**config.mk**
```make
export PLATFORM = sky130hd
export DESIGN_NAME = gfba_ctrl
export DESIGN_NICKNAME = d
export VERILOG_FILES = /design/src/rtl/gfba_pkg.sv /design/src/rtl/gfba_ctrl.sv
export SDC_FILE = /design/constraint.sdc
export NUM_CORES = 1
export LEC_CHECK = 0
export BUFFER_PORTS_ARGS = -buffer_cell sky130_fd_sc_hd__buf_2
export CORE_UTILIZATION = 47
export CTS_CLUSTER_SIZE = 16
export DETAILED_ROUTE_END_ITERATION = 8
export PLACE_DENSITY = 0.86
export SLEW_MARGIN = 25
export SYNTH_ARGS = -nofsm -noshare
export SYNTH_HDL_FRONTEND = slang
export SYNTH_SLANG_ARGS = --single-unit
```
**constraint.sdc**
```tcl
create_clock -name clk_i -period 7 [get_ports clk_i]
set_input_delay 1.4 -clock clk_i [delete_from_list [all_inputs] [get_ports clk_i]]
set_output_delay 1.4 -clock clk_i [all_outputs]
set_load 0.01 [all_outputs]
```
**src/rtl/gfba_pkg.sv**
```systemverilog
// Shared types and constants of the grouped free block allocator.
`timescale 1ns / 1ps
package gfba_pkg;

  localparam int unsigned BLK_W         = 10;
  localparam int unsigned CNT_OUT_W     = 5;
  localparam int unsigned GRP_ENTRIES_D = 16;
  localparam int unsigned NUM_BLOCKS_D  = 1024;

  localparam logic KIND_ALLOC = 1'b0;
  localparam logic KIND_FREE  = 1'b1;

  typedef enum logic {
    ST_IDLE,
    ST_EXEC
  } gfba_state_e;

  // Link slot of a group: the block that holds the next full group.
  typedef struct packed {
    logic             present;
    logic [BLK_W-1:0] blk;
  } link_t;

  // Memory strobes from the controller to the store.
  typedef struct packed {
    logic rd_en;
    logic list_we;
    logic link_we;
  } mem_ctl_t;

  // One result of the block.
  typedef struct packed {
    logic [BLK_W-1:0]     granted_block;
    logic                 success;
    logic [CNT_OUT_W-1:0] head_group_count;
  } res_t;

endpackage

```
**src/rtl/gfba_ctrl.sv**
```systemverilog
// Controller: head group registers, request sequencer and store updates.
`timescale 1ns / 1ps
module gfba_ctrl
  import gfba_pkg::*;
#(
  parameter int unsigned GRP_ENTRIES = GRP_ENTRIES_D,
  parameter int unsigned NUM_BLOCKS  = NUM_BLOCKS_D
) (
  input  logic                                            clk_i,
  input  logic                                            rst_ni,
  input  logic                                            req_valid_i,
  output logic                                            req_ready_o,
  input  logic                                            kind_i,
  input  logic [BLK_W-1:0]                                block_i,
  input  logic                                            res_free_i,
  output logic                                            res_valid_o,
  output res_t                                            res_o,
  output mem_ctl_t                                        mem_o,
  output logic [$clog2((NUM_BLOCKS < 1024) ? NUM_BLOCKS : 1024)-1:0] rd_blk_o,
  output logic [$clog2(GRP_ENTRIES)-1:0]                  rd_slot_o,
  output logic [$clog2((NUM_BLOCKS < 1024) ? NUM_BLOCKS : 1024)-1:0] list_wr_blk_o,
  output logic [$clog2(GRP_ENTRIES)-1:0]                  list_wr_slot_o,
  output logic [BLK_W-1:0]                                list_wr_data_o,
  output logic [$clog2((NUM_BLOCKS < 1024) ? NUM_BLOCKS : 1024)-1:0] link_wr_blk_o,
  output link_t                                           link_wr_data_o,
  input  logic [BLK_W-1:0]                                list_rd_data_i,
  input  link_t                                           link_rd_data_i
);

  localparam int unsigned STORE_BLKS = (NUM_BLOCKS < 1024) ? NUM_BLOCKS : 1024;
  localparam int unsigned IDX_W      = $clog2(STORE_BLKS);
  localparam int unsigned SLOT_W     = $clog2(GRP_ENTRIES);
  localparam int unsigned CNT_W      = $clog2(GRP_ENTRIES + 1);

  gfba_state_e       state_q, state_d;
  logic [BLK_W-1:0]  head_q, head_d;
  logic              present_q, present_d;
  logic [CNT_W-1:0]  count_q, count_d;
  logic              kind_q;
  logic [BLK_W-1:0]  blk_q;

  logic              accept;
  logic              exec;
  logic [CNT_W-1:0]  cnt_dec;
  logic              new_group;
  logic              blk_ok;
  logic [CNT_W+4:0]  cnt_ext;

  assign req_ready_o = (state_q == ST_IDLE);
  assign accept      = req_valid_i && req_ready_o;
  assign exec        = (state_q == ST_EXEC) && res_free_i;
  assign cnt_dec     = count_q - CNT_W'(1);
  assign new_group   = !present_q || (count_q == '0) || (count_q >= CNT_W'(GRP_ENTRIES));
  assign blk_ok      = (32'(blk_q) < NUM_BLOCKS);
  assign cnt_ext     = (CNT_W + 5)'(count_d);

  // Reads are issued with the request: the newest list entry and the link.
  assign rd_blk_o  = head_q[IDX_W-1:0];
  assign rd_slot_o = cnt_dec[SLOT_W-1:0];

  always_ff @(posedge clk_i or negedge rst_ni) begin
    if (!rst_ni) begin
      state_q   <= ST_IDLE;
      head_q    <= '0;
      present_q <= 1'b0;
      count_q   <= '0;
    end else begin
      state_q   <= state_d;
      head_q    <= head_d;
      present_q <= present_d;
      count_q   <= count_d;
    end
  end

  always_ff @(posedge clk_i) begin
    if (accept) begin
      kind_q <= kind_i;
      blk_q  <= block_i;
    end
  end

  always_comb begin
    state_d        = state_q;
    head_d         = head_q;
    present_d      = present_q;
    count_d        = count_q;
    mem_o          = '0;
    mem_o.rd_en    = accept;
    list_wr_blk_o  = head_q[IDX_W-1:0];
    list_wr_slot_o = count_q[SLOT_W-1:0];
    list_wr_data_o = blk_q;
    link_wr_blk_o  = blk_q[IDX_W-1:0];
    link_wr_data_o.present = present_q && (count_q != '0);
    link_wr_data_o.blk     = head_q;
    res_valid_o    = 1'b0;
    res_o          = '0;

    case (state_q)
      ST_IDLE: begin
        if (accept) begin
          state_d = ST_EXEC;
        end
      end
      ST_EXEC: begin
        if (exec) begin
          state_d     = ST_IDLE;
          res_valid_o = 1'b1;
          if (kind_q == KIND_ALLOC) begin
            if (present_q && (count_q != '0)) begin
              res_o.success       = 1'b1;
              res_o.granted_block = list_rd_data_i;
              count_d             = cnt_dec;
              if (cnt_dec == '0) begin
                if (link_rd_data_i.present) begin
                  head_d  = link_rd_data_i.blk;
                  count_d = CNT_W'(GRP_ENTRIES);
                end else begin
                  head_d    = '0;
                  present_d = 1'b0;
                end
              end
            end
          end else if (blk_ok) begin
            res_o.success = 1'b1;
            mem_o.list_we = 1'b1;
            if (new_group) begin
              // The freed block becomes the new head group and links to the old one.
              list_wr_blk_o  = blk_q[IDX_W-1:0];
              list_wr_slot_o = '0;
              mem_o.link_we  = 1'b1;
              head_d         = blk_q;
              present_d      = 1'b1;
              count_d        = CNT_W'(1);
            end else begin
              count_d = count_q + CNT_W'(1);
            end
          end
          res_o.head_group_count = cnt_ext[CNT_OUT_W-1:0];
        end
      end
      default: begin
        state_d = ST_IDLE;
      end
    endcase
  end

endmodule
```
==> flow_summary.toml <==
[status]
status = "completed"

[floorplan]
coreArea_um2 = 4000
rows = 23
die_y_um = 66.3
initial_utilization_pct = 48.6
die_w_um = 66.3
ios = 116
die-area_um2 = 4400

[global_routing]
grt_most_used_layer = "met2"
grt_use_met2_pct = 39.8
antenna_found_initial = 0
grt-ovfl-total = 0
grt_usage_pct = 22.6
use_met1_pct = 27.9
grt_max_degree = 19
grt.met3_usage_pct = 3.28
grt_pass1_vias = 1584
grt_pass1_wl_um = 7530

[finish]
area_growth_pct = 23.3
drive_gt1_share_pct = 51.6
fillerInstances = 343
final_cell_mix = "115 x buf_2, 17 x dfrtp_1, 11 x edfxtp_1"
nNetsFinal = 315
final_common_cell = "buf_2"
multiInputGateArea_um2 = 923
seq_area_um2 = 756
final_util_pct = 60.0
antennaDiodeCount = 0

[logic_synthesis]
syn_area_um2 = 1950
synthCells = 188
synth_area_per_cell_um2 = 10.3
yosysSeqAreaShare_pct = 38.8
synthArstFlopShare_pct = 60.7
syn_nets = 227
synth_edf_count = 11
synth_cell_types = 54
synth_top_flop_cell = "dfrtp_1"
ys_warn_count = 0
ys_ff_latch = 28

[sta]
worst_slew_pin_slew_ns = 0.773
rsz0062_at_grt = "no"
setup_tns_ns = 0
finalHoldViolations = 0
maxSlewHeadroom_pct = 48.3
slew_viol_final = 0
clock_skew_ns = 0.00314
period_minus_slack_ns = 4.30
finalSetupViolCount = 0
timing.fmax_ghz = 0.233
finalCritPeriodShare_pct = 61.4

[setup_path]
cp_max_fo = 10
path_class = "in -> out"
worstPathRequired_ns = 5.60
critPathCaptureType = "output port"
crit_path_start_kind = "input port"
arrival_ns = 2.90

[clocking]
cts_max_level = 1
root_buffer = "clkbuf_8"
cts_resized = 0
clk_latency_ns = 0.27
ctsHoldBuffers = 0
cts_sinks = 28
numCtsBuffers = 3
clk_pin_slew_ns = 0.09
cts_tree = "built"
clockBufferDepth = 2
cts_setup_buffers = 0

[detailed_routing]
drt_iter0_drc = 84
wl_per_cell_um = 14.8
vias = 1784
ant_nets = 0
post_drt_via_cell_ratio = 5.49
dr.pass1.iters = 4
routed_wl_um = 4800
drc_errors = 0

[worst_hold_path]
hold_path_class = "reg -> reg"

[power_and_ir_drop]
leakage_nw = 1.18
finalPower_mw = 0.884
ir_drop_v = 0.000159
p_per_area_nw_per_um2 = 368

[place]
hpwl_um = 3580
io_buffers = 115
gp_congestion = 0.894

[job]
cap_violations = 0
-- logic make-up after synthesis --
kind of cell,Yosys count,synth area share [%]
AND/OR/NAND/NOR,53,17.0
AO/OA/AOI/OAI,51,21.7
buffers and inverters,41,13.8
flip-flops,28,38.8
multiplexers,10,5.79
adder cells (fa/ha/maj),3,1.93
XOR/XNOR,2,0.900
-- metal layers --
layer	share of wire [%]	vias up
met5	0	-
met4	1.5	0
met3	5.7	8
met2	52	80
met1	41	852
li1	-	844
-- stage by stage --
step / cells / instance area (um^2) / setup slack [ns] / hold WS, ns
final: 325 / 2400 / 2.70 / 0.536
after global placement: 321 / 2350 / 2.75 / 0.499
after floorplan: 188 / 1950 / 3.05 / 0.553
after global routing: 325 / 2400 / 2.59 / 0.560
after detailed placement: 321 / 2350 / 2.74 / 0.516
after CTS: 325 / 2400 / 2.73 / 0.540
-- flip-flops by register name, summed over array words and instances (netlist names) --
| signal | cells |
|---|---|
| link_wr_blk_o | 10 |
| kind_q | 1 |
| count_q | 5 |
| present_q | 1 |
| rd_blk_o | 10 |
| state_q | 1 |
-- layout make-up --
cell class | count | area share [%]
Clock buffer | 4 | 1.88
Inverter | 8 | 1.25
Multi-Input combinational cell | 119 | 38.5
Sequential cell | 28 | 31.5
Tap cell | 50 | 2.61
Timing Repair Buffer | 116 | 24.3
-- critical path: stages --
cell and delay (ns):
buf_2 0.11, nand2_1 0.22, clkinv_1 0.26, nand3_1 0.19, or2_2 0.33, o32ai_1 0.22
buf_2 0.17
-- path summary, 6_finish.rpt --
| check | start | end | slack [ns] | cells past startpoint |
|---|---|---|---|---|
| setup reg to reg | count_q[0] | present_q | 4.37 | 6 |
| setup / recovery | res_free_i | res_o[1] | 2.70 | 7 |
| hold / removal | rd_blk_o[8] | rd_blk_o[8] | 0.54 | 1 |
| hold reg to reg | rd_blk_o[8] | rd_blk_o[8] | 0.54 | 1 |
| min in group asynchronous | rst_ni | rd_blk_o[9] | 1.04 | 1 |
| max in group asynchronous | rst_ni | rd_blk_o[7] | 5.68 | 1 |
-- where the power goes --
group | total (mW) | internal (mW) | switching [mW]
sequential | 0.292 | 0.218 | 0.0747
clock | 0.0893 | 0.0409 | 0.0485
combinational | 0.502 | 0.231 | 0.271
-- cells in the mapped netlist, drive strengths merged (4+ instances only) --
master,instances,share of area [%]
nand2,5,0.96
buf,28,11
nor2b,5,1.6
mux2,10,5.8
o2bb2ai,10,4.8
clkbuf,5,0.96
and2,12,4.1
a21oi,6,2.3
inv,7,1.4
a22oi,10,3.9
a31oi,4,2.1
o21ai,5,1.3
nor2,9,1.7
dfrtp,17,22
edfxtp,11,17
No activity file was read; power rests on OpenSTA's default activity.
